$ cat src/hdl/fccm_pkg.sv
// shared types, constants and helpers for the fat16 cluster chain manager
// no dependencies
`timescale 1ns / 1ps

package fccm_pkg;

	// table geometry
	localparam int MAX_CLUSTERS = 4096;
	localparam int ADDR_W       = $clog2(MAX_CLUSTERS);
	localparam int LIM_W        = 13;
	localparam int ENTRY_W      = 16;
	localparam int PADDR_W      = 3;
	localparam int PDATA_W      = 32;

	// special entry values
	localparam logic [ENTRY_W-1:0] ENTRY_FREE = 16'h0000;
	localparam logic [ENTRY_W-1:0] ENTRY_BAD  = 16'hFFF7;
	localparam logic [ENTRY_W-1:0] ENTRY_EOC  = 16'hFFF8;
	localparam logic [ENTRY_W-1:0] ENTRY_LAST = 16'hFFFF;

	// cluster number limit register
	localparam logic [LIM_W-1:0] LIMIT_RESET = 13'd4096;
	localparam logic [LIM_W-1:0] LIMIT_MAX   = 13'd4096;
	localparam logic [LIM_W-1:0] FIRST_DATA  = 13'd2;

	typedef enum logic [1:0] {
		CMD_NEXT  = 2'd0,
		CMD_ALLOC = 2'd1,
		CMD_SET   = 2'd2,
		CMD_FREE  = 2'd3
	} cmd_t;

	typedef enum logic [1:0] {
		ST_OK      = 2'd0,
		ST_END     = 2'd1,
		ST_INVALID = 2'd2,
		ST_FULL    = 2'd3
	} status_t;

	// source of the cluster_out field
	typedef enum logic [1:0] {
		OUT_ZERO = 2'd0,
		OUT_DATA = 2'd1,
		OUT_PTR  = 2'd2
	} out_sel_t;

	// controller to datapath commands
	typedef struct packed {
		logic     load;
		logic     clr_wr;
		logic     rd_cur;
		logic     rd_ptr;
		logic     ptr_inc;
		logic     wr_set;
		logic     wr_alloc;
		logic     wr_free;
		logic     finish;
		status_t  fin_status;
		out_sel_t fin_sel;
	} dp_cmd_t;

	// datapath to controller status
	typedef struct packed {
		logic clear_done;
		logic cur_valid;
		logic ptr_at_lim;
		logic steps_at_lim;
		logic data_zero;
		logic data_end;
		logic data_ok;
	} dp_sts_t;

	// data cluster number check: 2 <= c < lim
	function automatic logic is_valid(input logic [ENTRY_W-1:0] c,
	                                  input logic [LIM_W-1:0] lim);
		logic [ENTRY_W-1:0] lim_ext;
		lim_ext = ENTRY_W'(lim);
		return (c >= ENTRY_W'(FIRST_DATA)) && (c < lim_ext);
	endfunction

endpackage

$ cat src/hdl/fccm_regs.sv
// apb configuration register block (cluster number limit)
// depends on fccm_pkg
`timescale 1ns / 1ps

module fccm_regs import fccm_pkg::*; (
	input  logic               clk,
	input  logic               arst_n,
	input  logic               psel,
	input  logic               penable,
	input  logic               pwrite,
	input  logic [PADDR_W-1:0] paddr,
	input  logic [PDATA_W-1:0] pwdata,
	output logic [PDATA_W-1:0] prdata,
	output logic               pready,
	output logic [LIM_W-1:0]   limit_cfg
);

	logic             sel_limit;
	logic [LIM_W-1:0] limit_q;

	// register 0 answers wherever the top address bit is clear
	assign sel_limit = (paddr[PADDR_W-1] == 1'b0);
	assign pready    = 1'b1;

	// write beat
	always_ff @(posedge clk or negedge arst_n) begin
		if (!arst_n) begin
			limit_q <= LIMIT_RESET;
		end else if (psel && penable && pwrite && pready && sel_limit) begin
			limit_q <= pwdata[LIM_W-1:0];
		end
	end

	// read data
	always_comb begin
		prdata = '0;
		if (sel_limit) begin
			prdata = PDATA_W'(limit_q);
		end
	end

	assign limit_cfg = limit_q;

endmodule

$ cat config.mk
export PLATFORM = sky130hd
export DESIGN_NAME = fccm_regs
export DESIGN_NICKNAME = d
export VERILOG_FILES = /design/src/hdl/fccm_pkg.sv /design/src/hdl/fccm_regs.sv
export SDC_FILE = /design/constraint.sdc
export NUM_CORES = 1
export LEC_CHECK = 0
export CAP_MARGIN = 20
export CORE_MARGIN = 5
export CORE_UTILIZATION = 60
export CTS_CLUSTER_DIAMETER = 50
export DETAILED_ROUTE_END_ITERATION = 8
export DONT_BUFFER_PORTS = 1
export PLACE_DENSITY = 0.84
export SYNTH_ARGS = -nofsm -noshare
export SYNTH_HDL_FRONTEND = slang
export SYNTH_SLANG_ARGS = --single-unit
$ cat constraint.sdc
create_clock -name clk -period 1.5 [get_ports clk]
set_input_delay 0.075 -clock clk [delete_from_list [all_inputs] [get_ports clk]]
set_output_delay 0.075 -clock clk [all_outputs]
set_load 0.1 [all_outputs]
==> results.txt, run 1 <==
GPL Wtd Cong -> 0.638
Die H -> 46.3 um
Sink Count -> 13
post-CTS resize count -> 0
largest area contributor in the netlist -> dfrtp_1
most instantiated library cell after synthesis -> buf_4
Post-Synthesis Cells -> 64
HPWL after DPL -> 1910 um
synthesized area per cell -> 12.4 um^2
number of enable flip-flop cells after synthesis -> 0
error msg -> [ERROR DPL-0038] Utilization greater than 100%, impossible to legalize
Synth top area share -> 37.9%
Cell variety after synth -> 11
H-Tree Depth -> 1
postcts setup bufs -> 0
failing step -> 4_1_cts
CTS buffer count -> 3
Core Rows -> 13
ys async rst share -> 100%
flops & latches, synth -> 13
# port buffers -> 0
status -> did not finish
Root Buffer -> clkbuf_4
area of the mapped netlist -> 792 um^2
top_reg_cell synth -> dfrtp_1
Initial Util -> 62.4%
YS warnings -> 0
most instantiated cells after synthesis -> buf_4 (20), dfrtp_1 (12), mux2_4 (10), nor2b_1 (10)
IO Count -> 86
Post-CTS Hold Buffers -> 14
Chip Width -> 46.3 um
Max clock buf depth -> 2
sequential-to-total area share from yosys stat -> 41.2%
Area contributors post-synth -> dfrtp_1 (38%), buf_4 (19%), mux2_4 (19%)
[per-stage QoR]
step | util [%] | setup slack [ps] | cell area, um^2 | instances
floorplan | - | -170 | 952 | 82
detailed placement | 91.7 | 539 | 1160 | 101
global placement | 91.7 | 557 | 1160 | 101
[cells by family after synthesis]
| kind of cell | after synthesis | synth area share, % |
|---|---|---|
| muxes | 13 | 23.2 |
| buffers and inverters | 22 | 20.9 |
| DFF | 13 | 41.2 |
| other | 2 | 0.948 |
| and+or+nand+nor | 14 | 13.7 |
==> inputs of run 2 (changes only) <==
- CORE_AREA: not set -> 5 5 66 68
- CORE_MARGIN: 5 -> not set
- CORE_UTILIZATION: 60 -> not set
- CTS_CLUSTER_DIAMETER: 50 -> not set
- DIE_AREA: not set -> 0 0 71 73
- PLACE_DENSITY: 0.84 -> not set
- PLACE_DENSITY_LB_ADDON: not set -> 0.15
==> results.txt, run 2 <==
internal power -> 1.11 mW
H-Tree Depth -> 1
core area -> 3800 um^2
DRC viols -> 0
Sw Ratio -> 57.1%
Power Dens Cells -> 1850 nW/um^2
Initial Util -> 20.8%
RSZ-0062 raised after global routing -> no
Pleak -> 0.670 nW
Comb pwr share -> 67.9%
Worst R2R End -> limit_cfg[6]$_DFFE_PN0P_
CTS clk-pin slew, worst paths -> 60 ps
Fill cells -> 381
area of the mapped netlist -> 792 um^2
Die H -> 73 um
initial antenna violation count -> 0
top_reg_cell synth -> dfrtp_1
commonest non-fill, non-tap cell in the layout -> conb_1
largest area contributor in the netlist -> dfrtp_1
final hold vios -> 0
most frequent cells in the layout -> conb_1 (20), dlygate4sd3_1 (14), buf_12 (13), buf_4 (13), dfrtp_2 (11)
first-pass GRT wire length -> 3230 um
Worst Reg2Reg Path Length in Cells -> 1
Sink Count -> 13
f_max -> 846 MHz
most instantiated library cell after synthesis -> buf_4
HPWL after DPL -> 1520 um
crit path time final -> 1180 ps
clk_skew -> 0 ps
Chip Width -> 71 um
drt first-iter violations -> 11
P_sw -> 1.47 mW
postcts setup bufs -> 0
Util after Layout -> 36.7%
sequential-to-total area share from yosys stat -> 41.2%
Total Wirelength -> 2060 um
GPL Wtd Cong -> 0.678
hold_ws -> 300 ps
critical path class -> register to primary output
max FFs per register -> 13
Final ANT Viol Nets -> 0
synthesized area per cell -> 12.4 um^2
Routed WL per cell -> 13.4 um
Crit. End Element -> primary output
status -> finished clean
Clock Power Share -> 12.3%
# port buffers -> 0
Final Slew Violations -> 0
vias per inst -> 3.53
critical path arrival -> 1110 ps
max_cap viols -> 0
share of cells above drive strength 1 -> 65.4%
IO Count -> 86
Diodes inserted -> 0
ys async rst share -> 100%
sequential share of power -> 19.7%
Root Buffer -> clkbuf_8
Peak VDD IR -> 0.629 mV
TritonCTS clock tree -> done
Cell variety after synth -> 11
Post-CTS Hold Buffers -> 14
Synth top area share -> 37.9%
Total GRT Usage -> 7.95%
Worst-Skew Late Latency -> 240 ps
final worst path period share -> 78.8%
Setup WS pre-CTS -> 491 ps
YS warnings -> 0
Core Rows -> 23
Max clock buf depth -> 2
setup slack after layout -> 318 ps
post-CTS resize count -> 0
R2R Setup Slk -> 710 ps
Post-Synthesis Cells -> 64
GRT overflow -> 0
die footprint -> 5180 um^2
crit path from -> limit_cfg[12]$_DFFE_PN1P_
TritonRoute pass-1 iters -> 2
largest net degree at the start of global routing -> 15
Nets -> 145
slew margin rel. -> 57.0%
Required @ worst endpoint -> 1420 ps
crit-path max FO -> 3
number of enable flip-flop cells after synthesis -> 0
Hold Path Class -> input port to async pin
Worst setup SP type -> register
CTS buffer count -> 3
Area contributors post-synth -> dfrtp_1 (38%), buf_4 (19%), mux2_4 (19%)
via count -> 543
FF-to-FF Start -> limit_cfg[6]$_DFFE_PN0P_
final setup violating endpoints -> 0
final total negative setup slack -> 0 ps
most instantiated cells after synthesis -> buf_4 (20), dfrtp_1 (12), mux2_4 (10), nor2b_1 (10)
Slew @ Worst Pin -> 642 ps
number of global-route vias before repair -> 568
Synth-to-Final Area Change -> 75.8%
flops & latches, synth -> 13
-- run 2: layout make-up --
cell class	count	area, um^2	area share [%]
repair buffers	40	498	35.8
multi-input cells	47	447	32.1
flip-flops and latches	13	340	24.4
well taps	50	62.6	4.49
clock buffers	4	45.0	3.23
-- run 2: power groups by stage --
stage                     combinational, mW  sequential, mW  clock [mW]
after floorplan                       0.823            1.08           0
final                                  1.75           0.507       0.318
after global routing                   1.79           0.523       0.357
after global placement                 1.72           0.507           0
after detailed placement               1.72           0.515           0
after CTS                              1.76           0.508       0.338
-- run 2: how the worst max path moves through the flow --
stage / endpoint / slack [ps]
6_report: prdata[12] / 320
5_1_grt: prdata[12] / 270
4_1_cts: prdata[12] / 300
3_5_place_dp: limit_cfg[2]$_DFFE_PN0P_ / 490
3_3_place_gp: limit_cfg[1]$_DFFE_PN0P_ / 500
2_1_floorplan: prdata[11] / -170
-- run 2: worst max-delay path, cell delays in order, from the launching register on --
cell,delay [ps]
dfstp_2,530
and2b_2,160
buf_12,170
-- run 2: per-layer routing --
metal	share of wire, %	wire length, um	global-route usage [%]
met1	39	803	9.62
met2	46	947	12.6
met3	15	301	4.96
met4	0.29	6	0.626
met5	0	0	0
-- run 2: cell families after synthesis --
logic type | count (synthesis) | synth area share [%]
buf+inv | 22 | 20.9
simple gates | 14 | 13.7
mux | 13 | 23.2
flops | 13 | 41.2
other cells | 2 | 0.948
-- run 2: metrics by stage --
| step | instance area (um^2) | cells | power [mW] |
|---|---|---|---|
| after floorplan | 952 | 82 | 1.90 |
| after global placement | 1210 | 136 | 2.22 |
| after detailed placement | 1210 | 136 | 2.23 |
| after CTS | 1390 | 154 | 2.60 |
| after global routing | 1390 | 154 | 2.67 |
| final | 1390 | 154 | 2.57 |
No activity file was read; power rests on OpenSTA's default activity.
