<file path="src/hdl/fccm_pkg.sv">
// shared types, constants and helpers for the fat16 cluster chain manager
// no dependencies
`timescale 1ns / 1ps

package fccm_pkg;

	// table geometry
	localparam int MAX_CLUSTERS = 4096;
	localparam int ADDR_W       = $clog2(MAX_CLUSTERS);
	localparam int LIM_W        = 13;
	localparam int ENTRY_W      = 16;
	localparam int PADDR_W      = 3;
	localparam int PDATA_W      = 32;

	// special entry values
	localparam logic [ENTRY_W-1:0] ENTRY_FREE = 16'h0000;
	localparam logic [ENTRY_W-1:0] ENTRY_BAD  = 16'hFFF7;
	localparam logic [ENTRY_W-1:0] ENTRY_EOC  = 16'hFFF8;
	localparam logic [ENTRY_W-1:0] ENTRY_LAST = 16'hFFFF;

	// cluster number limit register
	localparam logic [LIM_W-1:0] LIMIT_RESET = 13'd4096;
	localparam logic [LIM_W-1:0] LIMIT_MAX   = 13'd4096;
	localparam logic [LIM_W-1:0] FIRST_DATA  = 13'd2;

	typedef enum logic [1:0] {
		CMD_NEXT  = 2'd0,
		CMD_ALLOC = 2'd1,
		CMD_SET   = 2'd2,
		CMD_FREE  = 2'd3
	} cmd_t;

	typedef enum logic [1:0] {
		ST_OK      = 2'd0,
		ST_END     = 2'd1,
		ST_INVALID = 2'd2,
		ST_FULL    = 2'd3
	} status_t;

	// source of the cluster_out field
	typedef enum logic [1:0] {
		OUT_ZERO = 2'd0,
		OUT_DATA = 2'd1,
		OUT_PTR  = 2'd2
	} out_sel_t;

	// controller to datapath commands
	typedef struct packed {
		logic     load;
		logic     clr_wr;
		logic     rd_cur;
		logic     rd_ptr;
		logic     ptr_inc;
		logic     wr_set;
		logic     wr_alloc;
		logic     wr_free;
		logic     finish;
		status_t  fin_status;
		out_sel_t fin_sel;
	} dp_cmd_t;

	// datapath to controller status
	typedef struct packed {
		logic clear_done;
		logic cur_valid;
		logic ptr_at_lim;
		logic steps_at_lim;
		logic data_zero;
		logic data_end;
		logic data_ok;
	} dp_sts_t;

	// data cluster number check: 2 <= c < lim
	function automatic logic is_valid(input logic [ENTRY_W-1:0] c,
	                                  input logic [LIM_W-1:0] lim);
		logic [ENTRY_W-1:0] lim_ext;
		lim_ext = ENTRY_W'(lim);
		return (c >= ENTRY_W'(FIRST_DATA)) && (c < lim_ext);
	endfunction

endpackage

</file>
<file path="src/hdl/fccm_ctrl.sv">
// controller state machine: sequences table clear, lookup, set, alloc scan and chain free
// depends on fccm_pkg; drives fccm_datapath
`timescale 1ns / 1ps

module fccm_ctrl import fccm_pkg::*; (
	input  logic       clk,
	input  logic       arst_n,
	input  logic       start,
	input  logic [1:0] command,
	output logic       busy,
	output dp_cmd_t    cmd,
	input  dp_sts_t    sts
);

	typedef enum logic [8:0] {
		S_CLEAR   = 9'b000000001,
		S_IDLE    = 9'b000000010,
		S_NEXT    = 9'b000000100,
		S_NEXT_W  = 9'b000001000,
		S_SET     = 9'b000010000,
		S_ALLOC   = 9'b000100000,
		S_ALLOC_W = 9'b001000000,
		S_FREE    = 9'b010000000,
		S_FREE_W  = 9'b100000000
	} state_t;

	state_t state_q;
	state_t state_nxt;

	// state register
	always_ff @(posedge clk or negedge arst_n) begin
		if (!arst_n) begin
			state_q <= S_CLEAR;
		end else begin
			state_q <= state_nxt;
		end
	end

	assign busy = (state_q != S_IDLE);

	// next state and datapath commands
	always_comb begin
		state_nxt      = state_q;
		cmd            = '0;
		cmd.fin_status = ST_OK;
		cmd.fin_sel    = OUT_ZERO;
		case (state_q)
			S_CLEAR: begin
				cmd.clr_wr = 1'b1;
				if (sts.clear_done) begin
					state_nxt = S_IDLE;
				end
			end
			S_IDLE: begin
				if (start) begin
					cmd.load = 1'b1;
					case (cmd_t'(command))
						CMD_NEXT:  state_nxt = S_NEXT;
						CMD_ALLOC: state_nxt = S_ALLOC;
						CMD_SET:   state_nxt = S_SET;
						default:   state_nxt = S_FREE;
					endcase
				end
			end
			S_NEXT: begin
				if (!sts.cur_valid) begin
					cmd.finish     = 1'b1;
					cmd.fin_status = ST_INVALID;
					state_nxt      = S_IDLE;
				end else begin
					cmd.rd_cur = 1'b1;
					state_nxt  = S_NEXT_W;
				end
			end
			S_NEXT_W: begin
				cmd.finish = 1'b1;
				state_nxt  = S_IDLE;
				if (sts.data_end) begin
					cmd.fin_status = ST_END;
				end else if (!sts.data_ok) begin
					cmd.fin_status = ST_INVALID;
				end else begin
					cmd.fin_sel = OUT_DATA;
				end
			end
			S_SET: begin
				cmd.finish = 1'b1;
				state_nxt  = S_IDLE;
				if (sts.cur_valid) begin
					cmd.wr_set = 1'b1;
				end else begin
					cmd.fin_status = ST_INVALID;
				end
			end
			// first-fit scan: read an entry, take it if free, else step the pointer
			S_ALLOC: begin
				if (sts.ptr_at_lim) begin
					cmd.finish     = 1'b1;
					cmd.fin_status = ST_FULL;
					state_nxt      = S_IDLE;
				end else begin
					cmd.rd_ptr = 1'b1;
					state_nxt  = S_ALLOC_W;
				end
			end
			S_ALLOC_W: begin
				if (sts.data_zero) begin
					cmd.wr_alloc = 1'b1;
					cmd.finish   = 1'b1;
					cmd.fin_sel  = OUT_PTR;
					state_nxt    = S_IDLE;
				end else begin
					cmd.ptr_inc = 1'b1;
					state_nxt   = S_ALLOC;
				end
			end
			// chain walk: read link, zero entry, follow old link
			S_FREE: begin
				if (!sts.cur_valid || sts.steps_at_lim) begin
					cmd.finish     = 1'b1;
					cmd.fin_status = ST_INVALID;
					state_nxt      = S_IDLE;
				end else begin
					cmd.rd_cur = 1'b1;
					state_nxt  = S_FREE_W;
				end
			end
			S_FREE_W: begin
				cmd.wr_free = 1'b1;
				if (sts.data_end) begin
					cmd.finish = 1'b1;
					state_nxt  = S_IDLE;
				end else begin
					state_nxt = S_FREE;
				end
			end
			default: begin
				state_nxt = S_IDLE;
			end
		endcase
	end

endmodule

</file>
<file path="config.mk">
export PLATFORM = sky130hd
export DESIGN_NAME = fccm_ctrl
export DESIGN_NICKNAME = d
export VERILOG_FILES = /design/src/hdl/fccm_pkg.sv /design/src/hdl/fccm_ctrl.sv
export SDC_FILE = /design/constraint.sdc
export NUM_CORES = 1
export LEC_CHECK = 0
export BUFFER_PORTS_ARGS = -buffer_cell sky130_fd_sc_hd__buf_4
export CAP_MARGIN = 20
export CORE_MARGIN = 5
export CORE_UTILIZATION = 43
export CTS_CLUSTER_DIAMETER = 100
export DETAILED_ROUTE_END_ITERATION = 16
export PLACE_DENSITY_LB_ADDON = 0.08
export SYNTH_ARGS = -nofsm -noshare
export SYNTH_HDL_FRONTEND = slang
export SYNTH_SLANG_ARGS = --single-unit
</file>
<file path="constraint.sdc">
create_clock -name clk -period 1.9 [get_ports clk]
set_input_delay 0.38 -clock clk [delete_from_list [all_inputs] [get_ports clk]]
set_output_delay 0.38 -clock clk [all_outputs]
set_load 0.02 [all_outputs]
</file>
==> metrics.md, run 1 <==
| Metric | Value |
|---|---|
| Worst EP required | `1520 ps` |
| Non-Filler Instances | `171` |
| Syn Std Cell Area | `745.7 µm²` |
| Clock root cell | `clkbuf_4` |
| Top cells by area, synth | `dfrtp_1, nor2_1, inv_1` |
| Count of state elements after synthesis | `9` |
| Seq pwr share | `18.3%` |
| Outcome | `complete, but fails checks` |
| Syn Area/Cell | `8.286 µm²` |
| Initial antenna violation count | `0` |
| Switching fraction of total power | `41.48%` |
| RSZ-0062 raised after global routing | `true` |
| Max Transition Viols Final | `0` |
| Gr usage total | `24.03%` |
| Leading cell type in the layout, fill and taps excluded | `buf_4` |
| Worst-Margin Slew | `352.6 ps` |
| First-pass GRT wire length | `4712 µm` |
| Vias | `1008` |
| Failing checks | `setup timing` |
| Syn_nets | `102` |
| Number of enable flip-flop cells after synthesis | `0` |
| Skew final | `5.018 ps` |
| Synth Area in Compound Gates | `16.95%` |
| Normalized max-slew margin | `76.49%` |
| Number of global-route vias before repair | `1015` |
| CP Max Fanout | `4` |
| # rows | `15` |
| Clock sink count | `9` |
| Core Area | `1689 µm²` |
| Most flops, register | `state_q` |
| Final RePlAce weighted congestion | `0.8207` |
| Post-synthesis cell type count | `40` |
| Power Density | `949.4 nW/µm²` |
| Die Y | `51.65 µm` |
| Clk_lat worst skew | `270 ps` |
| PortBufs | `25` |
| Commonest cells after routing, fill and taps aside | `buf_4, buf_6, nor2_1, inv_1, nand2_1` |
| Synth Area in XOR/XNOR | `1.174%` |
| Fmax | `0.4277 GHz` |
| Synth top area share | `26.85%` |
| Endpoints failing hold | `0` |
| Die area | `2667 µm²` |
| DRT iter0 DRCs | `20` |
| Total power | `1377 µW` |
| Min Tclk post-route | `2338 ps` |
| WL final | `3099 µm` |
| Main combinational cell family by area after synthesis | `simple AND/OR/NAND/NOR gates` |
| Largest registers | `state_q (9)` |
| Critical path class | `flop to output pin` |
| CTS clock-pin slew for the worst setup and hold paths | `60 ps` |
| CTS tree | `yes` |
| Max reg flops | `9` |
| Tcrit/Tclk final | `123.1%` |
| # diodes | `0` |
| Die X | `51.65 µm` |
| Ys async rst share | `100.0%` |
| Post-Synth Adder-Cell Area | `0%` |
| GRT overflow | `0` |
| Post-DP Area | `1110 µm²` |
| Post-synthesis mux area share | `0%` |
| CTS H-tree depth | `1` |
| Placed cells | `149` |
| First-pass DRT Iterations | `5` |
| Endpoints failing setup | `14` |
| Most used DFF post-synth | `dfrtp_1` |
| Crit path arrival time | `1960 ps` |
| CP Capture Type | `output pin` |
| Setup slack after layout | `-438.1 ps` |
| Share of layout cells above drive strength 1 | `65.58%` |
| Initial Utilization | `44.15%` |
| Max Root-Sink Buffers | `2` |
| Net Switching | `571.1 µW` |
| Routed length per placed instance | `18.12 µm` |
| Worst hold path type | `input port to flop` |
| Synth Area in Simple Gates | `43.46%` |
| I/O pins | `26` |
| Area growth from synthesis to layout | `94.46%` |
| Critical Path Start Type | `flop` |
| Sequential area share after synthesis | `30.37%` |
| Post-DP HPWL | `1723 µm` |
| Int Pwr | `805.6 µW` |
| # nets final | `167` |
| Routed vias/inst | `5.895` |
| Maxcap violations | `0` |
| Final TNS setup | `-3471 ps` |
| Largest net degree at the start of global routing | `10` |
| Peak supply drop | `0.7262 mV` |
| Area leader, netlist | `dfrtp_1` |
| Post-route DRC violation count | `0` |
| Post-route cell area | `1450 µm²` |
| Static Leak | `0.0006854 µW` |
| CTS Buf Count | `3` |
| Share of total power in the clock network | `10.8%` |
| Mapped Cells | `90` |
| Antenna-violating nets left | `0` |
| Synth warnings | `0` |
| Comb pwr share | `70.9%` |
worst paths after layout:
kind	depth (start not counted)	from	slack, ps	endpoint
worst max register to register	12	state_q[4]$_DFFE_PN0P_	-330	state_q[1]$_DFFE_PN0P_
min in group asynchronous	2	arst_n	480	state_q[5]$_DFFE_PN0P_
worst max-delay path	5	state_q[4]$_DFFE_PN0P_	-440	cmd[3]
worst min register to register	2	state_q[2]$_DFFE_PN0P_	760	state_q[6]$_DFFE_PN0P_
worst min-delay path	2	sts[6]	250	state_q[0]$_DFFE_PN1P_
max in group asynchronous	2	arst_n	1200	state_q[0]$_DFFE_PN1P_
metrics by stage:
| stage | hold slack (ps) | setup WS, ps | util (%) |
|---|---|---|---|
| 2_1_floorplan | 84.41 | -121.8 | - |
| 3_3_place_gp | 207.8 | -89.73 | 65.70 |
| 3_5_place_dp | 208.7 | -134.9 | 65.70 |
| 4_1_cts | 246.9 | -381.5 | 79.85 |
| 5_1_grt | 236.4 | -533.9 | 85.85 |
| 6_report | 250.5 | -438.1 | 85.85 |
cell type report:
type	count	area, µm²
multi-input cells	70	605.6
clock inverters	1	5.005
well taps	17	21.27
repair buffers	63	535.5
inverters	8	30.03
flip-flops and latches	9	230.2
clock buffers	3	22.52
fillers	87	239.0
power by group through the flow:
stage / combinational, µW / clock [µW] / sequential (µW)
after floorplan: 377 / 0 / 255
after global placement: 652 / 0 / 252
after detailed placement: 657 / 0 / 253
after CTS: 833 / 152 / 255
after global routing: 1040 / 168 / 254
final: 976 / 148 / 253
cells in the mapped netlist, drive strengths merged (3+ instances only):
library cell  instances
nand2b                4
buf                   3
o21ai                 4
nor3b                 3
dfrtp                 8
inv                   8
or3                   3
nor3                  8
nor2                 13
nand2                 7
logic make-up (layout without fill, tap and decap cells):
group | count (synthesis) | count (layout)
AND/OR/NAND/NOR | 52 | 52
AO/OA/AOI/OAI | 17 | 17
buffers and inverters | 11 | 75
flip-flops | 9 | 9
XOR/XNOR | 1 | 1
routing by layer:
layer  track usage, %  vias to the layer above  share of wire (%)
met2            42.58                       42                 51
li1                 -                      453                  -
met4            8.734                        0                3.6
met1            27.50                      499                 41
met3            6.304                       14                4.3
met5                0                        -                  0
timing repair:
action,4_1_cts,5_1_grt
buffers inserted,13,6
endpoints found under the setup margin,14,16
hold endpoints to repair,8,0
pin swaps,11,9
gates resized for setup,26,17
hold buffers,1,0
critical path: stages (launching register included):
cell     delay, ps
dfrtp_1        400
nor3_2         250
nand2_1         80
or4b_4         560
o31ai_4        240
buf_6          160
No activity file was read; power rests on OpenSTA's default activity.
==> inputs of run 2 (changes only) <==
MAX_ROUTING_LAYER = met4   (was default)
SKIP_CTS_REPAIR_TIMING = 1   (was default)
==> metrics.md, run 2 (synthesis results as in run 1) <==
| Metric | Value |
|---|---|
| Outcome | `complete, but fails checks` |
| Failing checks | `setup timing` |
| Die Y | `51.65 µm (unchanged)` |
| Post-DP Area | `1110 µm² (unchanged)` |
| Largest net degree at the start of global routing | `10 (unchanged)` |
| Hold slack final | `254.5 ps (+3.977 ps)` |
| Routed length per placed instance | `14.39 µm (-21%)` |
| CP peak stage delay | `550 ps (about the same)` |
| WL final | `2273 µm (-27%)` |
| Clock root cell | `clkbuf_4` |
| Setup slack after layout | `-374.9 ps (+63.20 ps)` |
| Maxcap violations | `0 (unchanged)` |
| Fmax | `0.4396 GHz (+2.8%)` |
| Max reg flops | `9 (unchanged)` |
| Critical Path Start Type | `flop` |
| CP Cell Sequence | `nor3_2, nand2_1, or4b_4, o31ai_4, buf_6` |
| CP endpoint | `cmd[3]` |
| CP Capture Type | `output pin` |
| Clk_lat worst skew | `260 ps (about the same)` |
| Die X | `51.65 µm (unchanged)` |
| Crit path arrival time | `1890 ps (-70 ps)` |
| Critical path class | `flop to output pin` |
| # diodes | `0 (unchanged)` |
| Max Transition Viols Final | `0 (unchanged)` |
| Worst EP required | `1520 ps (about the same)` |
| Tcrit/Tclk final | `119.7% (-3.3 points)` |
| Commonest cells after routing, fill and taps aside | `buf_4, nor2_1, buf_6, nand2_1` |
| Max Root-Sink Buffers | `2 (unchanged)` |
| Endpoints failing setup | `14 (unchanged)` |
| CP Launch Point | `state_q[4]$_DFFE_PN0P_` |
| Placed cells | `149 (unchanged)` |
| Post-route DRC violation count | `0 (unchanged)` |
| CP top delay family | `simple AND/OR/NAND/NOR gates` |
| Worst-Margin Slew | `287.5 ps (-65.10 ps)` |
| Non-Filler Instances | `158 (-7.6%)` |
| Skew final | `0.9372 ps (-4.081 ps)` |
| Die area | `2667 µm² (unchanged)` |
| Share of layout cells above drive strength 1 | `56.03% (-9.6 points)` |
| Total power | `1187 µW (-14%)` |
| Initial antenna violation count | `0 (unchanged)` |
| RSZ-0062 raised after global routing | `true` |
| Most flops, register | `state_q` |
| First-pass GRT wire length | `3422 µm (-27%)` |
| Register-to-register setup slack | `60 ps (+390 ps)` |
| Routed vias/inst | `5.544 (-5.9%)` |
| Vias | `876 (-13%)` |
| Worst hold path type | `input port to flop` |
| R2R cell count | `5 (-7)` |
| Final RePlAce weighted congestion | `0.8330 (+1.5%)` |
| FILL cells | `128 (+47%)` |
| # nets final | `154 (-7.8%)` |
| Multi-input gate area | `546.8 µm² (-9.7%)` |
| Gr usage total | `17.58% (-6.5 points)` |
| Core Area | `1689 µm² (unchanged)` |
| Min Tclk post-route | `2275 ps (-63.20 ps)` |
| Post-DP HPWL | `1723 µm (unchanged)` |
| Final TNS setup | `-3061 ps (+410.0 ps)` |
| Slowest CP cell | `or4b_4` |
| Endpoints failing hold | `0 (unchanged)` |
| Post-route cell area | `1270 µm² (-12%)` |
| DRT iter0 DRCs | `9 (-55%)` |
| Register area | `229.0 µm² (-0.54%)` |
| CP Max Fanout | `4 (unchanged)` |
| Largest registers | `state_q (9)` |
| CTS H-tree depth | `1 (unchanged)` |
| PortBufs | `25 (unchanged)` |
| Static Leak | `0.0006060 µW (-12%)` |
| End of the worst register-to-register path | `state_q[1]$_DFFE_PN0P_` |
| Crit Reg-Reg Startpoint | `state_q[3]$_DFFE_PN0P_` |
| CTS Buf Count | `3 (unchanged)` |
| Peak supply drop | `0.6558 mV (-9.7%)` |
| CTS tree | `yes` |
| Clock sink count | `9 (unchanged)` |
| Antenna-violating nets left | `0 (unchanged)` |
| Area growth from synthesis to layout | `70.30%` |
| Power Density | `934.4 nW/µm² (-1.6%)` |
| CP bufs+invs | `1 (unchanged)` |
| Worst path depth | `5 (unchanged)` |
| I/O pins | `26 (unchanged)` |
| GRT overflow | `0 (unchanged)` |
| CTS clock-pin slew for the worst setup and hold paths | `60 ps (about the same)` |
| Normalized max-slew margin | `80.83% (+4.3 points)` |
| Number of global-route vias before repair | `785 (-23%)` |
| Initial Utilization | `44.15% (unchanged)` |
| # rows | `15 (unchanged)` |
| First-pass DRT Iterations | `4 (-1)` |
| Leading cell type in the layout, fill and taps excluded | `buf_4` |
==> run 2: final cells by class <==
type,count,area share [%]
Multi-Input combinational cell,70,43.05
Sequential cell,9,18.03
Inverter,8,2.365
Clock inverter,1,0.3941
Tap cell,17,1.675
Clock buffer,3,1.773
Timing Repair Buffer,50,32.71
==> run 2: routing by layer <==
layer	share of wire, %	up-vias	global-route usage (%)
met1	41	421	20.54
met5	0	-	-
met4	0.92	0	3.493
met3	5.2	4	5.444
met2	53	23	29.87
li1	-	428	-
==> run 2: how the worst min path moves through the flow <==
stage / from / end / slack, ps / cells past startpoint
after detailed placement: arst_n / state_q[6]$_DFFE_PN0P_ / 210 / 1
after global routing: sts[6] / state_q[0]$_DFFE_PN1P_ / 240 / 2
after CTS: arst_n / state_q[5]$_DFFE_PN0P_ / -80 / 1
final: sts[6] / state_q[0]$_DFFE_PN1P_ / 250 / 2
after floorplan: arst_n / state_q[1]$_DFFE_PN0P_ / 80 / 0
after global placement: arst_n / state_q[6]$_DFFE_PN0P_ / 210 / 1
==> run 2: through the flow <==
step,worst slack [ps],utilization (%)
global placement,-89.73,65.70
detailed placement,-134.9,65.70
floorplan,-121.8,-
global route,-512.9,75.19
CTS,-422.5,67.33
finish,-374.9,75.19
==> run 2: worst reg2reg max path: stages (launching register included) <==
cell     delay [ps]
dfrtp_1         410
buf_4           150
or2_2           340
or4_4           530
a41oi_2         200
a21oi_1          80
==> run 2: power breakdown <==
| group | total (µW) | switching (µW) | leakage, µW | internal, µW |
|---|---|---|---|---|
| Clock | 148 | 70.4 | 0.0000177 | 77.8 |
| Sequential | 254 | 34.9 | 0.000115 | 219 |
| Combinational | 784 | 377 | 0.000474 | 407 |
==> inputs of run 3 (changes only) <==
SKIP_CTS_REPAIR_TIMING = default   (was 1)
==> metrics.md, run 3 (synthesis results as in run 1) <==
| Metric | Value |
|---|---|
| CP Max Fanout | `4 (unchanged)` |
| CP Cell Sequence | `nor3_2, nand2_1, or4b_4, o31ai_4, buf_6` |
| Multi-input gate area | `605.6 µm² (+11%)` |
| Max Transition Viols Final | `0 (unchanged)` |
| First-pass DRT Iterations | `4 (unchanged)` |
| CTS clock-pin slew for the worst setup and hold paths | `60 ps (about the same)` |
| Setup slack after layout | `-439.3 ps (-64.40 ps)` |
| Fmax | `0.4275 GHz (-2.8%)` |
| Worst hold path type | `input port to flop` |
| Endpoints failing setup | `14 (unchanged)` |
| PortBufs | `25 (unchanged)` |
| Initial antenna violation count | `0 (unchanged)` |
| Outcome | `complete, but fails checks` |
| CTS tree | `yes` |
| Skew final | `3.260 ps (+2.323 ps)` |
| CP Launch Point | `state_q[4]$_DFFE_PN0P_` |
| CP bufs+invs | `1 (unchanged)` |
| Critical Path Start Type | `flop` |
| Clock root cell | `clkbuf_4` |
| Endpoints failing hold | `0 (unchanged)` |
| Area growth from synthesis to layout | `94.46%` |
| Final RePlAce weighted congestion | `0.8330 (unchanged)` |
| Failing checks | `setup timing` |
| Tcrit/Tclk final | `123.1% (+3.4 points)` |
| Power Density | `951.7 nW/µm² (+1.9%)` |
| Antenna-violating nets left | `0 (unchanged)` |
| Maxcap violations | `0 (unchanged)` |
| Layout Utilization | `85.85% (+11 points)` |
| CTS Buf Count | `3 (unchanged)` |
| CP peak stage delay | `560 ps (about the same)` |
| # nets final | `167 (+8.4%)` |
| Static Leak | `0.0006854 µW (+13%)` |
| Worst min-delay path startpoint | `sts[6]` |
| Post-DP HPWL | `1723 µm (unchanged)` |
| Routed length per placed instance | `19.95 µm (+39%)` |
| Max Root-Sink Buffers | `2 (unchanged)` |
| Slowest CP cell | `or4b_4` |
| GRT overflow | `0 (unchanged)` |
| Vias | `1019 (+16%)` |
| Leading cell type in the layout, fill and taps excluded | `buf_4` |
| Number of global-route vias before repair | `1003 (+28%)` |
| Register area | `230.2 µm² (+0.55%)` |
| Initial Utilization | `44.15% (unchanged)` |
| WL final | `3412 µm (+50%)` |
| Largest net degree at the start of global routing | `10 (unchanged)` |
| Share of layout cells above drive strength 1 | `65.58% (+9.6 points)` |
| I/O pins | `26 (unchanged)` |
| CP Capture Type | `output pin` |
| DRT iter0 DRCs | `37 (+28)` |
| Most flops, register | `state_q` |
| CTS H-tree depth | `1 (unchanged)` |
| Routed vias/inst | `5.959 (+7.5%)` |
| Normalized max-slew margin | `76.61% (-4.2 points)` |
| Total power | `1380 µW (+16%)` |
| Worst EP required | `1520 ps (about the same)` |
| Critical path class | `flop to output pin` |
| Crit Reg-Reg Startpoint | `state_q[4]$_DFFE_PN0P_` |
| First-pass GRT wire length | `4761 µm (+39%)` |
| Die X | `51.65 µm (unchanged)` |
| Peak supply drop | `0.7633 mV (+16%)` |
| Min Tclk post-route | `2339 ps (+64.40 ps)` |
| # rows | `15 (unchanged)` |
| Worst-Margin Slew | `350.8 ps (+63.29 ps)` |
| Clock sink count | `9 (unchanged)` |
| Die area | `2667 µm² (unchanged)` |
| CP top delay family | `simple AND/OR/NAND/NOR gates` |
| RSZ-0062 raised after global routing | `true` |
| Crit path arrival time | `1960 ps (+70 ps)` |
| Clk_lat worst skew | `260 ps (about the same)` |
| Post-route DRC violation count | `0 (unchanged)` |
| Core Area | `1689 µm² (unchanged)` |
| Commonest cells after routing, fill and taps aside | `buf_4, buf_6, nor2_1, inv_1, nand2_1` |
| # diodes | `0 (unchanged)` |
| Largest registers | `state_q (9)` |
| Die Y | `51.65 µm (unchanged)` |
| Gr usage total | `24.72% (+7.1 points)` |
| FILL cells | `91 (-29%)` |
| Max reg flops | `9 (unchanged)` |
==> run 3: what timing repair did <==
| action | in CTS | in global routing |
|---|---|---|
| resized for setup | 26 | 17 |
| endpoints found under the setup margin | 14 | 16 |
| pin swaps | 11 | 9 |
| setup buffers | 13 | 6 |
| hold buffers | 1 | 0 |
| hold endpoints to repair | 8 | 0 |
==> run 3: routing by layer <==
layer	wire length [µm]	share of wire, %	global-route usage [%]	vias up
met2	1736	51	42.37	53
met3	213	6.2	5.731	14
met4	129	3.8	8.734	0
met5	0	0	-	-
li1	-	-	-	456
met1	1332	39	28.21	496
==> run 3: final timing paths <==
check                                              end  slack [ps]  depth (start not counted)
worst max-delay path                            cmd[3]        -440                          5
worst min register to register  state_q[6]$_DFFE_PN0P_         760                          2
min in group asynchronous       state_q[5]$_DFFE_PN0P_         490                          2
max in group asynchronous       state_q[0]$_DFFE_PN1P_        1190                          2
worst min-delay path            state_q[0]$_DFFE_PN1P_         260                          2
worst max register to register  state_q[1]$_DFFE_PN0P_        -280                         12
==> run 3: layout make-up <==
type                            count  share of cell area (%)
Multi-Input combinational cell     70                   41.76
Timing Repair Buffer               63                   36.93
Sequential cell                     9                   15.88
Inverter                            8                   2.071
Clock buffer                        3                   1.553
Tap cell                           17                   1.467
Clock inverter                      1                  0.3451
==> run 3: stage by stage <==
step                setup WS (ps)  hold slack (ps)  instance area, µm²  instances  setup TNS, ps
floorplan                  -121.8            84.41               780.7         90         -360.2
global placement           -89.73            207.8                1110        149         -173.2
detailed placement         -134.9            208.7                1110        149         -303.8
CTS                        -381.5            246.9                1349        166          -2847
global route               -534.5            243.6                1450        171          -5283
finish                     -439.3            257.4                1450        171          -3860
==> run 3: power by group <==
part,switching (µW),leakage (µW),internal [µW]
registers,33.3,0.000113,220
logic,471,0.000555,508
clock network,70.1,0.0000177,77.8
total,575,0.000685,806
